**src/rtl/fsq_pkg.sv**
```systemverilog
// Shared types, codes and constants for the frame script sequencer.
package fsq_pkg;

  // Default sizes
  localparam int MaxCommandsDefault = 32;
  localparam int AmountBitsDefault  = 16;

  // Opcodes
  localparam logic [1:0] OP_START  = 2'd0;
  localparam logic [1:0] OP_APPEND = 2'd1;
  localparam logic [1:0] OP_TICK   = 2'd2;

  // Command kinds
  localparam logic [1:0] KIND_FRAME = 2'd0;
  localparam logic [1:0] KIND_WAIT  = 2'd1;
  localparam logic [1:0] KIND_END   = 2'd2;

  // Wait count limits
  localparam logic signed [31:0] WAIT_MAX = 32'sh7fff_ffff;
  localparam logic signed [31:0] WAIT_MIN = 32'sh8000_0000;

  // Input word
  typedef struct packed {
    logic [1:0]  opcode;
    logic [1:0]  command_kind;
    logic [15:0] command_amount;
    logic [15:0] elapsed_time;
  } in_word_t;

  // Result word
  typedef struct packed {
    logic [15:0] current_frame;
    logic        finished;
    logic        status;
  } out_word_t;

endpackage

```
**src/rtl/fsq_table_mem.sv**
```systemverilog
// Command table: one write port, one read port with registered read data.
module fsq_table_mem
  import fsq_pkg::*;
#(
  parameter int DEPTH  = MaxCommandsDefault,
  parameter int DATA_W = 2 + AmountBitsDefault,
  parameter int ADDR_W = (DEPTH > 1) ? $clog2(DEPTH) : 1
) (
  input  logic              clk,
  input  logic              wr_en,
  input  logic [ADDR_W-1:0] wr_addr,
  input  logic [DATA_W-1:0] wr_data,
  input  logic [ADDR_W-1:0] rd_addr,
  output logic [DATA_W-1:0] rd_data
);

  logic [DATA_W-1:0] mem [DEPTH];

  // write port
  always_ff @(posedge clk) begin
    if (wr_en) begin
      mem[wr_addr] <= wr_data;
    end
  end

  // read port, registered read data
  always_ff @(posedge clk) begin
    rd_data <= mem[rd_addr];
  end

endmodule

```
**src/rtl/fsq_wait_sat.sv**
```systemverilog
// Saturating signed add of a small delta to the 32-bit wait count.
module fsq_wait_sat
  import fsq_pkg::*;
(
  input  logic signed [31:0] count,
  input  logic signed [16:0] delta,
  output logic signed [31:0] result
);

  logic signed [32:0] sum;

  always_comb begin
    sum = 33'(count) + 33'(delta);
    // overflow when the two top bits disagree
    if (sum[32] != sum[31]) begin
      result = sum[32] ? WAIT_MIN : WAIT_MAX;
    end else begin
      result = sum[31:0];
    end
  end

endmodule

```
**src/rtl/frame_script_sequencer.sv**
```systemverilog
// Top level of the frame script sequencer: control sequencer and result register.
//
// The block keeps a table of up to MAX_COMMANDS animation commands in a
// synchronous memory and runs it on tick words. One word is worked on at a
// time. Start, append, dead-tick and unused opcodes, and live ticks whose
// wait count stays non-negative, go from idle straight to the done state,
// where the output register takes their result word. A tick on a live,
// non-empty script whose wait count goes negative first passes through the
// exec state. The number of commands it executes is at most the program
// length, so at most MAX_COMMANDS. The memory read port delivers one
// command per cycle, and the next read is issued while the current command
// executes. The result register holds a finished word while out_stall is
// high, and a finished word waits in the done state until the register can
// take it. The block accepts a new word as soon as its sequencer is back in idle. No
// clearing pass follows reset: table entries are only read below the program
// length.
module frame_script_sequencer
  import fsq_pkg::*;
#(
  parameter int MAX_COMMANDS = MaxCommandsDefault,
  parameter int AMOUNT_BITS  = AmountBitsDefault
) (
  input  logic      clk,
  input  logic      rst_n,
  input  logic      in_valid,
  output logic      in_stall,
  input  in_word_t  in_word,
  output logic      out_valid,
  input  logic      out_stall,
  output out_word_t out_word
);

  // stored amount width: input field is 16 bits wide
  localparam int AB     = (AMOUNT_BITS < 16) ? AMOUNT_BITS : 16;
  localparam int IDX_W  = (MAX_COMMANDS > 1) ? $clog2(MAX_COMMANDS) : 1;
  localparam int LEN_W  = $clog2(MAX_COMMANDS + 1);
  localparam int DATA_W = 2 + AB;

  typedef enum logic [2:0] {
    S_IDLE = 3'b001,
    S_EXEC = 3'b010,
    S_DONE = 3'b100
  } state_t;

  state_t             state_r, state_nxt;
  logic [LEN_W-1:0]   len_r, len_nxt;
  logic [IDX_W-1:0]   pos_r, pos_nxt;
  logic [IDX_W-1:0]   start_r, start_nxt;
  logic signed [31:0] wc_r, wc_nxt;
  logic [AB-1:0]      frame_r, frame_nxt;
  logic               stopped_r, stopped_nxt;
  logic               status_r, status_nxt;
  logic               out_valid_r, out_valid_nxt;
  out_word_t          out_word_r, out_word_nxt;

  logic               wr_en;
  logic [IDX_W-1:0]   rd_addr;
  logic [DATA_W-1:0]  rd_data;
  logic [1:0]         rd_kind;
  logic [AB-1:0]      rd_amount;

  logic signed [16:0] wu_delta;
  logic signed [31:0] wu_sum;
  logic signed [31:0] wc_after;

  logic [LEN_W-1:0]   pos_inc;
  logic [IDX_W-1:0]   pos_step;
  logic               load_out;

  // command table
  fsq_table_mem #(
    .DEPTH  (MAX_COMMANDS),
    .DATA_W (DATA_W),
    .ADDR_W (IDX_W)
  ) u_table (
    .clk     (clk),
    .wr_en   (wr_en),
    .wr_addr (len_r[IDX_W-1:0]),
    .wr_data ({in_word.command_kind, in_word.command_amount[AB-1:0]}),
    .rd_addr (rd_addr),
    .rd_data (rd_data)
  );

  assign rd_kind   = rd_data[DATA_W-1 -: 2];
  assign rd_amount = rd_data[AB-1:0];

  // shared saturating wait-count adder
  fsq_wait_sat u_wait (
    .count  (wc_r),
    .delta  (wu_delta),
    .result (wu_sum)
  );

  // next position, wrapping at the program length
  assign pos_inc  = LEN_W'(pos_r) + LEN_W'(1);
  assign pos_step = (pos_inc == len_r) ? '0 : IDX_W'(pos_inc);

  // prefetch the next command while the current one executes
  assign rd_addr  = (state_r == S_EXEC) ? pos_step : pos_r;

  assign in_stall = (state_r != S_IDLE);
  assign load_out = (state_r == S_DONE) && (!out_valid_r || !out_stall);

  // sequencer
  always_comb begin
    state_nxt   = state_r;
    len_nxt     = len_r;
    pos_nxt     = pos_r;
    start_nxt   = start_r;
    wc_nxt      = wc_r;
    frame_nxt   = frame_r;
    stopped_nxt = stopped_r;
    status_nxt  = status_r;
    wr_en       = 1'b0;
    wu_delta    = '0;
    wc_after    = wc_r;

    case (state_r)
      S_IDLE: begin
        if (in_valid) begin
          status_nxt = 1'b0;
          state_nxt  = S_DONE;
          case (in_word.opcode)
            OP_START: begin
              len_nxt     = '0;
              pos_nxt     = '0;
              wc_nxt      = '0;
              frame_nxt   = '0;
              stopped_nxt = 1'b0;
            end
            OP_APPEND: begin
              if (len_r < LEN_W'(MAX_COMMANDS)) begin
                wr_en   = 1'b1;
                len_nxt = len_r + LEN_W'(1);
              end else begin
                status_nxt = 1'b1;
              end
            end
            OP_TICK: begin
              if (!stopped_r && (len_r != '0)) begin
                wu_delta  = -$signed({1'b0, in_word.elapsed_time});
                wc_nxt    = wu_sum;
                start_nxt = pos_r;
                if (wu_sum[31]) begin
                  state_nxt = S_EXEC;
                end
              end
            end
            default: begin
            end
          endcase
        end
      end

      S_EXEC: begin
        pos_nxt = pos_step;
        case (rd_kind)
          KIND_FRAME: frame_nxt = rd_amount;
          KIND_WAIT: begin
            wu_delta = $signed({1'b0, 16'(rd_amount)});
            wc_after = wu_sum;
            wc_nxt   = wu_sum;
          end
          KIND_END: stopped_nxt = 1'b1;
          default: begin
          end
        endcase
        if ((rd_kind == KIND_END) || (pos_step == start_r) || !wc_after[31]) begin
          state_nxt = S_DONE;
        end
      end

      S_DONE: begin
        if (load_out) begin
          state_nxt = S_IDLE;
        end
      end

      default: state_nxt = S_IDLE;
    endcase
  end

  // result register
  always_comb begin
    out_word_nxt  = out_word_r;
    out_valid_nxt = out_valid_r;
    if (out_valid_r && !out_stall) begin
      out_valid_nxt = 1'b0;
    end
    if (load_out) begin
      out_valid_nxt              = 1'b1;
      out_word_nxt.current_frame = 16'(frame_r);
      out_word_nxt.finished      = stopped_r;
      out_word_nxt.status        = status_r;
    end
  end

  // control and architectural state
  always_ff @(posedge clk) begin
    if (!rst_n) begin
      state_r     <= S_IDLE;
      len_r       <= '0;
      pos_r       <= '0;
      start_r     <= '0;
      wc_r        <= '0;
      frame_r     <= '0;
      stopped_r   <= 1'b1;
      status_r    <= 1'b0;
      out_valid_r <= 1'b0;
    end else begin
      state_r     <= state_nxt;
      len_r       <= len_nxt;
      pos_r       <= pos_nxt;
      start_r     <= start_nxt;
      wc_r        <= wc_nxt;
      frame_r     <= frame_nxt;
      stopped_r   <= stopped_nxt;
      status_r    <= status_nxt;
      out_valid_r <= out_valid_nxt;
    end
  end

  // result payload
  always_ff @(posedge clk) begin
    out_word_r <= out_word_nxt;
  end

  assign out_valid = out_valid_r;
  assign out_word  = out_word_r;

endmodule
```
**config.mk**
```make
export PLATFORM = sky130hd
export DESIGN_NAME = frame_script_sequencer
export DESIGN_NICKNAME = d
export VERILOG_FILES = /design/src/rtl/fsq_pkg.sv /design/src/rtl/fsq_table_mem.sv /design/src/rtl/fsq_wait_sat.sv /design/src/rtl/frame_script_sequencer.sv
export SDC_FILE = /design/constraint.sdc
export NUM_CORES = 1
export LEC_CHECK = 0
export BUFFER_PORTS_ARGS = -buffer_cell sky130_fd_sc_hd__buf_2
export CELL_PAD_IN_SITES_DETAIL_PLACEMENT = 0
export CELL_PAD_IN_SITES_GLOBAL_PLACEMENT = 1
export CORE_ASPECT_RATIO = 1.5
export CORE_MARGIN = 2
export CORE_UTILIZATION = 35
export CTS_BUF_LIST = sky130_fd_sc_hd__clkbuf_4 sky130_fd_sc_hd__clkbuf_8
export DETAILED_ROUTE_END_ITERATION = 10
export GPL_ROUTABILITY_DRIVEN = 1
export PLACE_DENSITY = 0.62
export SLEW_MARGIN = 20
export SYNTH_ARGS = -nofsm -noshare
export SYNTH_HDL_FRONTEND = slang
export SYNTH_HIERARCHICAL = 1
export SYNTH_SLANG_ARGS = --single-unit
```
**constraint.sdc**
```tcl
create_clock -name clk -period 5.65 [get_ports clk]
set_clock_uncertainty 0.05 [all_clocks]
set_input_delay 0.2825 -clock clk [delete_from_list [all_inputs] [get_ports clk]]
set_output_delay 0.2825 -clock clk [all_outputs]
set_load 0.05 [all_outputs]
```
==> results of run 1 <==
==> critical path, cell delays in order (launching register included) <==
cell and delay (ns):
sky130_fd_sc_hd__dfxtp_1 0.79, sky130_fd_sc_hd__nor4_4 0.09, sky130_fd_sc_hd__a21oi_1 0.20, sky130_fd_sc_hd__nand3b_1 0.25
sky130_fd_sc_hd__nor2_2 0.30, sky130_fd_sc_hd__a22o_1 0.18, sky130_fd_sc_hd__ha_1 0.20, sky130_fd_sc_hd__inv_1 0.07
sky130_fd_sc_hd__fa_1 0.39, sky130_fd_sc_hd__nand2b_1 0.21, sky130_fd_sc_hd__a211oi_1 0.24, sky130_fd_sc_hd__nor2_1 0.08
sky130_fd_sc_hd__buf_4 0.16, sky130_fd_sc_hd__o22ai_1 0.30, sky130_fd_sc_hd__o21ai_2 0.13, sky130_fd_sc_hd__a31oi_4 0.18
sky130_fd_sc_hd__inv_1 0.10, sky130_fd_sc_hd__inv_1 0.10, sky130_fd_sc_hd__a2111oi_1 0.07, sky130_fd_sc_hd__or3b_1 0.39
sky130_fd_sc_hd__a2111oi_2 0.38, sky130_fd_sc_hd__a31oi_1 0.09, sky130_fd_sc_hd__nor3_2 0.12
==> Yosys cell counts (all sizes together) (34+ instances only) <==
library cell	n	share of area
a22oi	74	0.019
nand3	86	0.015
a31oi	43	0.0097
buf	89	0.022
ha	36	0.015
o21ai	49	0.0085
nor2	94	0.012
edfxtp	594	0.61
dfxtp	88	0.060
mux2i	293	0.10
clkbuf	34	0.0049
nand2	111	0.014
a21oi	127	0.022
a22o	53	0.016
==> cells by family after synthesis <==
group | count (synthesis)
AO/OA/AOI/OAI | 403
XOR/XNOR | 55
adder cells (fa/ha/maj) | 41
buffers and inverters | 148
flip-flops | 682
multiplexers | 293
AND/OR/NAND/NOR | 435
==> report_power, final <==
part           leakage [µW]  total [µW]  internal, µW  switching, µW
combinational       0.00331         237          59.3            178
clock               0.00102        3920          2020           1900
sequential          0.00608        5510          5490           18.4
==> how the worst max path moves through the flow <==
| stage | endpoint | slack, ns | cells past startpoint |
|---|---|---|---|
| 4_1_cts | state_r[2] | 0.51 | 22 |
| 6_report | state_r[2] | 0.52 | 22 |
| 2_1_floorplan | state_r[2] | 0.90 | 20 |
| 3_5_place_dp | state_r[2] | 0.55 | 22 |
| 3_3_place_gp | state_r[2] | 0.59 | 22 |
| 5_1_grt | state_r[2] | 0.12 | 22 |
==> per-stage QoR <==
step / util / hold WS [ns] / total power, µW / cell area [µm²] / cells
after floorplan: - / 0.331 / 5700 / 29400 / 2057
after global placement: 0.372 / 0.371 / 5830 / 31000 / 3179
after detailed placement: 0.372 / 0.375 / 5840 / 31000 / 3179
after CTS: 0.398 / 0.153 / 9820 / 33200 / 3383
after global routing: 0.398 / 0.260 / 10000 / 33200 / 3384
final: 0.398 / 0.251 / 9660 / 33200 / 3385
==> final cells by class <==
type / count / area share
clock buffers: 130 / 0.0486
inverters: 25 / 0.00282
repair buffers: 146 / 0.0333
diodes: 2 / 0.000151
multi-input cells: 1227 / 0.273
well taps: 1122 / 0.0422
flip-flops and latches: 682 / 0.590
clock inverters: 51 / 0.0104
==> state kept, by name (all words and copies together), names as in the netlist <==
signal,count
pos_r,5
len_r,6
start_r,5
u_table/rd_data,18
u_table/mem,576
out_valid,1
wc_r,32
status_r,1
out_word,18
frame_r,16
stopped_r,1
state_r,3
==> layer usage <==
layer / track usage / share of wire / vias up
met2: 0.322 / 0.55 / 359
li1: - / - / 8211
met3: 0.0283 / 0.038 / 123
met4: 0.0627 / 0.028 / 0
met1: 0.187 / 0.39 / 8781
met5: 0 / 0 / -
==> what timing repair did <==
action / CTS / global route
endpoints found under the hold margin: 546 / 0
hold buffers: 23 / 0
endpoints found under the setup margin: 0 / 0
==> reports/qor.csv, run 1 <==
metric,value,unit
result_of_the_run,finished clean,
synth_area_in_xor_xnor,0.0173,
syn-cell-area,29400,µm²
preCtsSetupSlack,0.549,ns
report.final.hold_viol_count,0,
worst_slew_margin_rel,0.376,
synth_compound_area_frac,0.0916,
gp_routability_congestion,0.866,
io_buffers,59,
cp_capture_type,register,
most_frequent_cells_in_the_layout,"sky130_fd_sc_hd__edfxtp_1 (594), sky130_fd_sc_hd__mux2i_1 (293), sky130_fd_sc_hd__a21oi_1 (123)",
post-route-period-util,0.908,
route.detailed.wl_per_inst,21.7,µm
die_span_x,241,µm
drt_first_pass_iters,7,
final.setup.tns,0,ns
cts-resized-gates,0,
fill_cells,7781,
grt_remaining_overflow,0,
holdCritPathClass,in2reg,
post_synthesis_net_count,2134,
worst_skew_pair.late_latency,0.77,ns
final_critical_path_setup_slack,0.520,ns
detailedPlacementHpwl,47100,µm
worst_hold_path.endpoint,wc_r[0],
die_area,86400,µm²
min_path_cells,7,
postCtsSetupRepairBufs,0,
cts_buffer_depth,3,
synth_seq_area_share,0.667,
tritoncts,built,
global_route.usage.total,0.170,
synthFlopType,sky130_fd_sc_hd__edfxtp_1,
placeableCoreArea,83400,µm²
report.final.setup_viol,0,
critical_path.startpoint,len_r[3],
clock-sinks,682,
ff2ff_setup_slack,0.52,ns
worstPathMaxFanout,14,
rsz_0062_raised_after_global_routing,no,
synthesis.yosys.warnings,6,
power_density,291,nW/µm²
worst_setup_path_start_kind,register,
layout_commonest_cell,sky130_fd_sc_hd__edfxtp_1,
number_of_antenna_violations_at_the_first_check_in_global_routing,1,
std_cell_rows,130,
final.min_clock_period,5.13,ns
clock-root-buffer,sky130_fd_sc_hd__clkbuf_8,
route.detailed.drc,0,
grt_start_max_net_pins,93,
worst_ep_required_time,6.25,ns
fmax,0.195,GHz
num_vias,17500,
post_synth_and_or_nand_nor_area_fraction,0.0766,
synth.area.mux_share,0.0998,
post_drt_via_cell_ratio,5.16,
final_nets,2259,
least_margin_pin_slew,0.933,ns
ir_drop,0.165,mV
htree_num_levels,3,
worstRegToRegCells,22,
multiInputGateArea,9080,µm²
initialDrtViolationCount,1107,
capture_point_of_the_worst_reg_to_reg_path,state_r[2],
holdCritStartpoint,in_word[0],
r2r-start,len_r[3],
pin_count,60,
p_leak,0.0104,µW
postSynthCellCount,2057,
main_combinational_cell_family_by_area_after_synthesis,multiplexers,
area.sequential,19600,µm²
synthDistinctLibCells,84,
synth_area_per_cell,14.3,µm²
final_max_slew_viol_count,0,
synth-edff-count,594,
crit_arrival,5.73,ns
timing.setup.critical_path_class,reg2reg,
arithmetic_cell_share_of_the_synthesized_area_counting_full_adders_half_adders_and_majority_gates,0.0175,
clock_transition_at_path_regs,0.07,ns
yosys_register_bits,682,
numCtsBuffers,100,
maxCapViolCount,0,
chipHeight,359,µm
first_global_vias,18500,
ant_nets,0,
drive_above_1_share,0.162,
starting_utilization_of_the_core_area,0.352,
synth-async-reset-ratio,0,
route.final.wire_length,73400,µm
synthToLayoutAreaGrowth,13.1,%
wire_length_of_the_first_global_routing_pass,111000,µm
Note: power is estimated with default switching activity, not from simulation.
==> run 2: changes to the inputs <==
--- a/config.mk
+++ b/config.mk
@@ -14,7 +14,7 @@
 export CTS_BUF_LIST = sky130_fd_sc_hd__clkbuf_4 sky130_fd_sc_hd__clkbuf_8
 export DETAILED_ROUTE_END_ITERATION = 10
 export GPL_ROUTABILITY_DRIVEN = 1
-export PLACE_DENSITY = 0.62
+export PLACE_DENSITY = 0.65
 export SLEW_MARGIN = 20
 export SYNTH_ARGS = -nofsm -noshare
 export SYNTH_HDL_FRONTEND = slang
==> constraint.sdc (replaced) <==
create_clock -name clk -period 4.4 [get_ports clk]
set_clock_uncertainty 0.05 [all_clocks]
set_input_delay 0.22 -clock clk [delete_from_list [all_inputs] [get_ports clk]]
set_output_delay 0.22 -clock clk [all_outputs]
set_load 0.05 [all_outputs]
==> reports/qor.csv, run 2 (synthesized netlist as in run 1, its figures left out) <==
metric,value,unit,change
route.detailed.drc,0,,unchanged
area.sequential,19600,µm²,about the same
first_global_vias,18800,,+1.8%
timing.setup.critical_path_class,reg2reg,,
die_span_x,241,µm,unchanged
final_critical_path_setup_slack,0.208,ns,-0.312 ns
report.final.hold_viol_count,0,,unchanged
layout_commonest_cell,sky130_fd_sc_hd__edfxtp_1,,
busiest_layer,met2,,
final.min_clock_period,4.19,ns,-0.938 ns
wire_length_of_the_first_global_routing_pass,112000,µm,+1.0%
grt_start_max_net_pins,50,,-46%
fill_cells,7593,,-2.4%
ir_drop,0.262,mV,+59%
cts_buffer_depth,3,,unchanged
least_margin_pin_slew,0.934,ns,+0.00168 ns
final_nets,2410,,+6.7%
utilization,0.418,,+0.0198
gp_routability_congestion,0.856,,-1.1%
fmax,0.239,GHz,+22%
std_cell_rows,130,,unchanged
holdCritPathClass,in2reg,,
worst_ep_required_time,5.00,ns,-1.25 ns
gr-usage-met3,0.0252,,-0.00315
detailedPlacementHpwl,48500,µm,+3.1%
starting_utilization_of_the_core_area,0.352,,unchanged
rsz_0062_raised_after_global_routing,yes,,
route.final.wire_length,73400,µm,about the same
worst_skew_pair.late_latency,0.72,ns,-0.05 ns
power_density,367,nW/µm²,+26%
worst_setup_path_start_kind,register,,
placeableCoreArea,83400,µm²,unchanged
clock-root-buffer,sky130_fd_sc_hd__clkbuf_8,,
io_buffers,59,,unchanged
global_route.usage.total,0.170,,-0.000205
critical_path.most_common_cell,sky130_fd_sc_hd__buf_4,,
report.final.setup_viol,0,,unchanged
drt_first_pass_iters,5,,-2
grt_remaining_overflow,0,,unchanged
slowest_delay,0.34,ns,-0.45 ns
number_of_antenna_violations_at_the_first_check_in_global_routing,1,,unchanged
final_max_slew_viol_count,0,,unchanged
worst_slew_margin_rel,0.375,,-0.000844
most_frequent_cells_in_the_layout,"sky130_fd_sc_hd__edfxtp_1 (594), sky130_fd_sc_hd__mux2i_1 (293), sky130_fd_sc_hd__buf_4 (190)",,
tritoncts,built,,
num_vias,18200,,+4.0%
clock_transition_at_path_regs,0.06,ns,about the same
cp_capture_type,register,,
largest_register_ffs,576,,unchanged
numCtsBuffers,101,,+1.0%
layout_top_registers,"u_table/mem (576), wc_r (32)",,
p_leak,0.0113,µW,+8.9%
pin_count,60,,unchanged
crit_arrival,4.79,ns,-0.94 ns
top_register,u_table/mem,,
drive_above_1_share,0.229,,+0.0670
synthToLayoutAreaGrowth,18.7,%,
post-route-period-util,0.953,,+0.0448
timing.critical_path.cells,"inv_1, ha_2, a21oi_2, nand3b_1, buf_4, nor2_4, buf_8, a32o_1, ha_1, buf_4, o211ai_1, a211oi_2, nor2_2, o22ai_2, o21ai_2, a31oi_4, inv_2, inv_2, buf_4, or2_2, nand2_1, nand2_1, a211oi_2, o31a_1",,
cp_slowest_cell,sky130_fd_sc_hd__dfxtp_1,,
result_of_the_run,finished clean,,
multiInputGateArea,9230,µm²,+1.6%
chipHeight,359,µm,unchanged
global_route.usage.met1,0.188,,+0.000760
initialDrtViolationCount,1012,,-8.6%
ant_nets,0,,unchanged
worst-path-buf-inv,7,,+3
route.detailed.wl_per_inst,20.7,µm,-4.5%
die_area,86400,µm²,unchanged
clock-sinks,682,,unchanged
critical-path-top-delay-family,compound AO/OA/AOI/OAI gates,,
htree_num_levels,3,,unchanged
grtUsageMet2,0.326,,+0.00384
post_drt_via_cell_ratio,5.13,,-0.69%
worstPathMaxFanout,14,,unchanged
preCtsSetupSlack,-0.488,ns,-1.04 ns
maxCapViolCount,0,,unchanged
[run 2: cell count changes in the layout (fill, tap and decap cells not counted), sizes merged]
cell / before / now
inv: 28 / 29
a21oi: 127 / 128
bufinv: 3 / 7
clkinv: 40 / 46
clkinvlp: 5 / 2
clkbuf: 130 / 131
buf: 123 / 272
[run 2: final cells by class]
cell class,instances,share of cell area
Antenna cell,2,0.000143
Clock buffer,131,0.0472
Clock inverter,59,0.0147
Inverter,25,0.00269
Multi-Input combinational cell,1228,0.264
Sequential cell,682,0.562
Tap cell,1122,0.0402
Timing Repair Buffer,295,0.0690
[run 2: report_power, final]
| group | internal (µW) | switching, µW | leakage [µW] |
|---|---|---|---|
| Clock | 2900 | 2510 | 0.00114 |
| Combinational | 87.8 | 238 | 0.00411 |
| Sequential | 7050 | 14.2 | 0.00608 |
| Total | 10000 | 2760 | 0.0113 |
[run 2: per-layer routing]
layer  share of wire  vias up  wire length, µm
met5               0        -                0
met4           0.026        0             1880
met3           0.034      108             2510
met2            0.56      360            40800
met1            0.38     9185            28200
li1                -     8515                -
[run 2: tightest hold or removal path, cell delays in order]
cell and delay (ns):
sky130_fd_sc_hd__dlygate4sd3_1 0.55, sky130_fd_sc_hd__buf_2 0.15, sky130_fd_sc_hd__nand2_1 0.06, sky130_fd_sc_hd__a21oi_1 0.05
[run 2: metrics by stage]
| stage | power (µW) | cell area, µm² | setup TNS [ns] | hold slack [ns] | std cells |
|---|---|---|---|---|---|
| after global placement | 7500 | 32200 | -8.18 | 0.367 | 3323 |
| after detailed placement | 7510 | 32200 | -8.65 | 0.377 | 3323 |
| after CTS | 13000 | 34800 | -0.00258 | 0.260 | 3540 |
| after floorplan | 7320 | 29400 | 0 | 0.269 | 2057 |
| after global routing | 13300 | 34900 | -0.0719 | 0.324 | 3544 |
| final | 12800 | 34900 | 0 | 0.319 | 3544 |
[run 2: repair_timing]
item	4_1_cts	5_1_grt
setup buffers	3	1
gates cloned	1	1
hold endpoints to repair	592	0
pin swaps	9	13
endpoints found under the setup margin	24	27
resized for setup	15	22
hold buffers	23	0
[run 2: final timing paths]
kind	startpoint	to	slack (ns)	cells after the start
min	out_stall	out_valid	0.32	4
max	len_r[0]	state_r[1]	0.21	24
min reg2reg	frame_r[2]	out_word[4]	0.39	0
max reg2reg	len_r[0]	state_r[1]	0.21	24
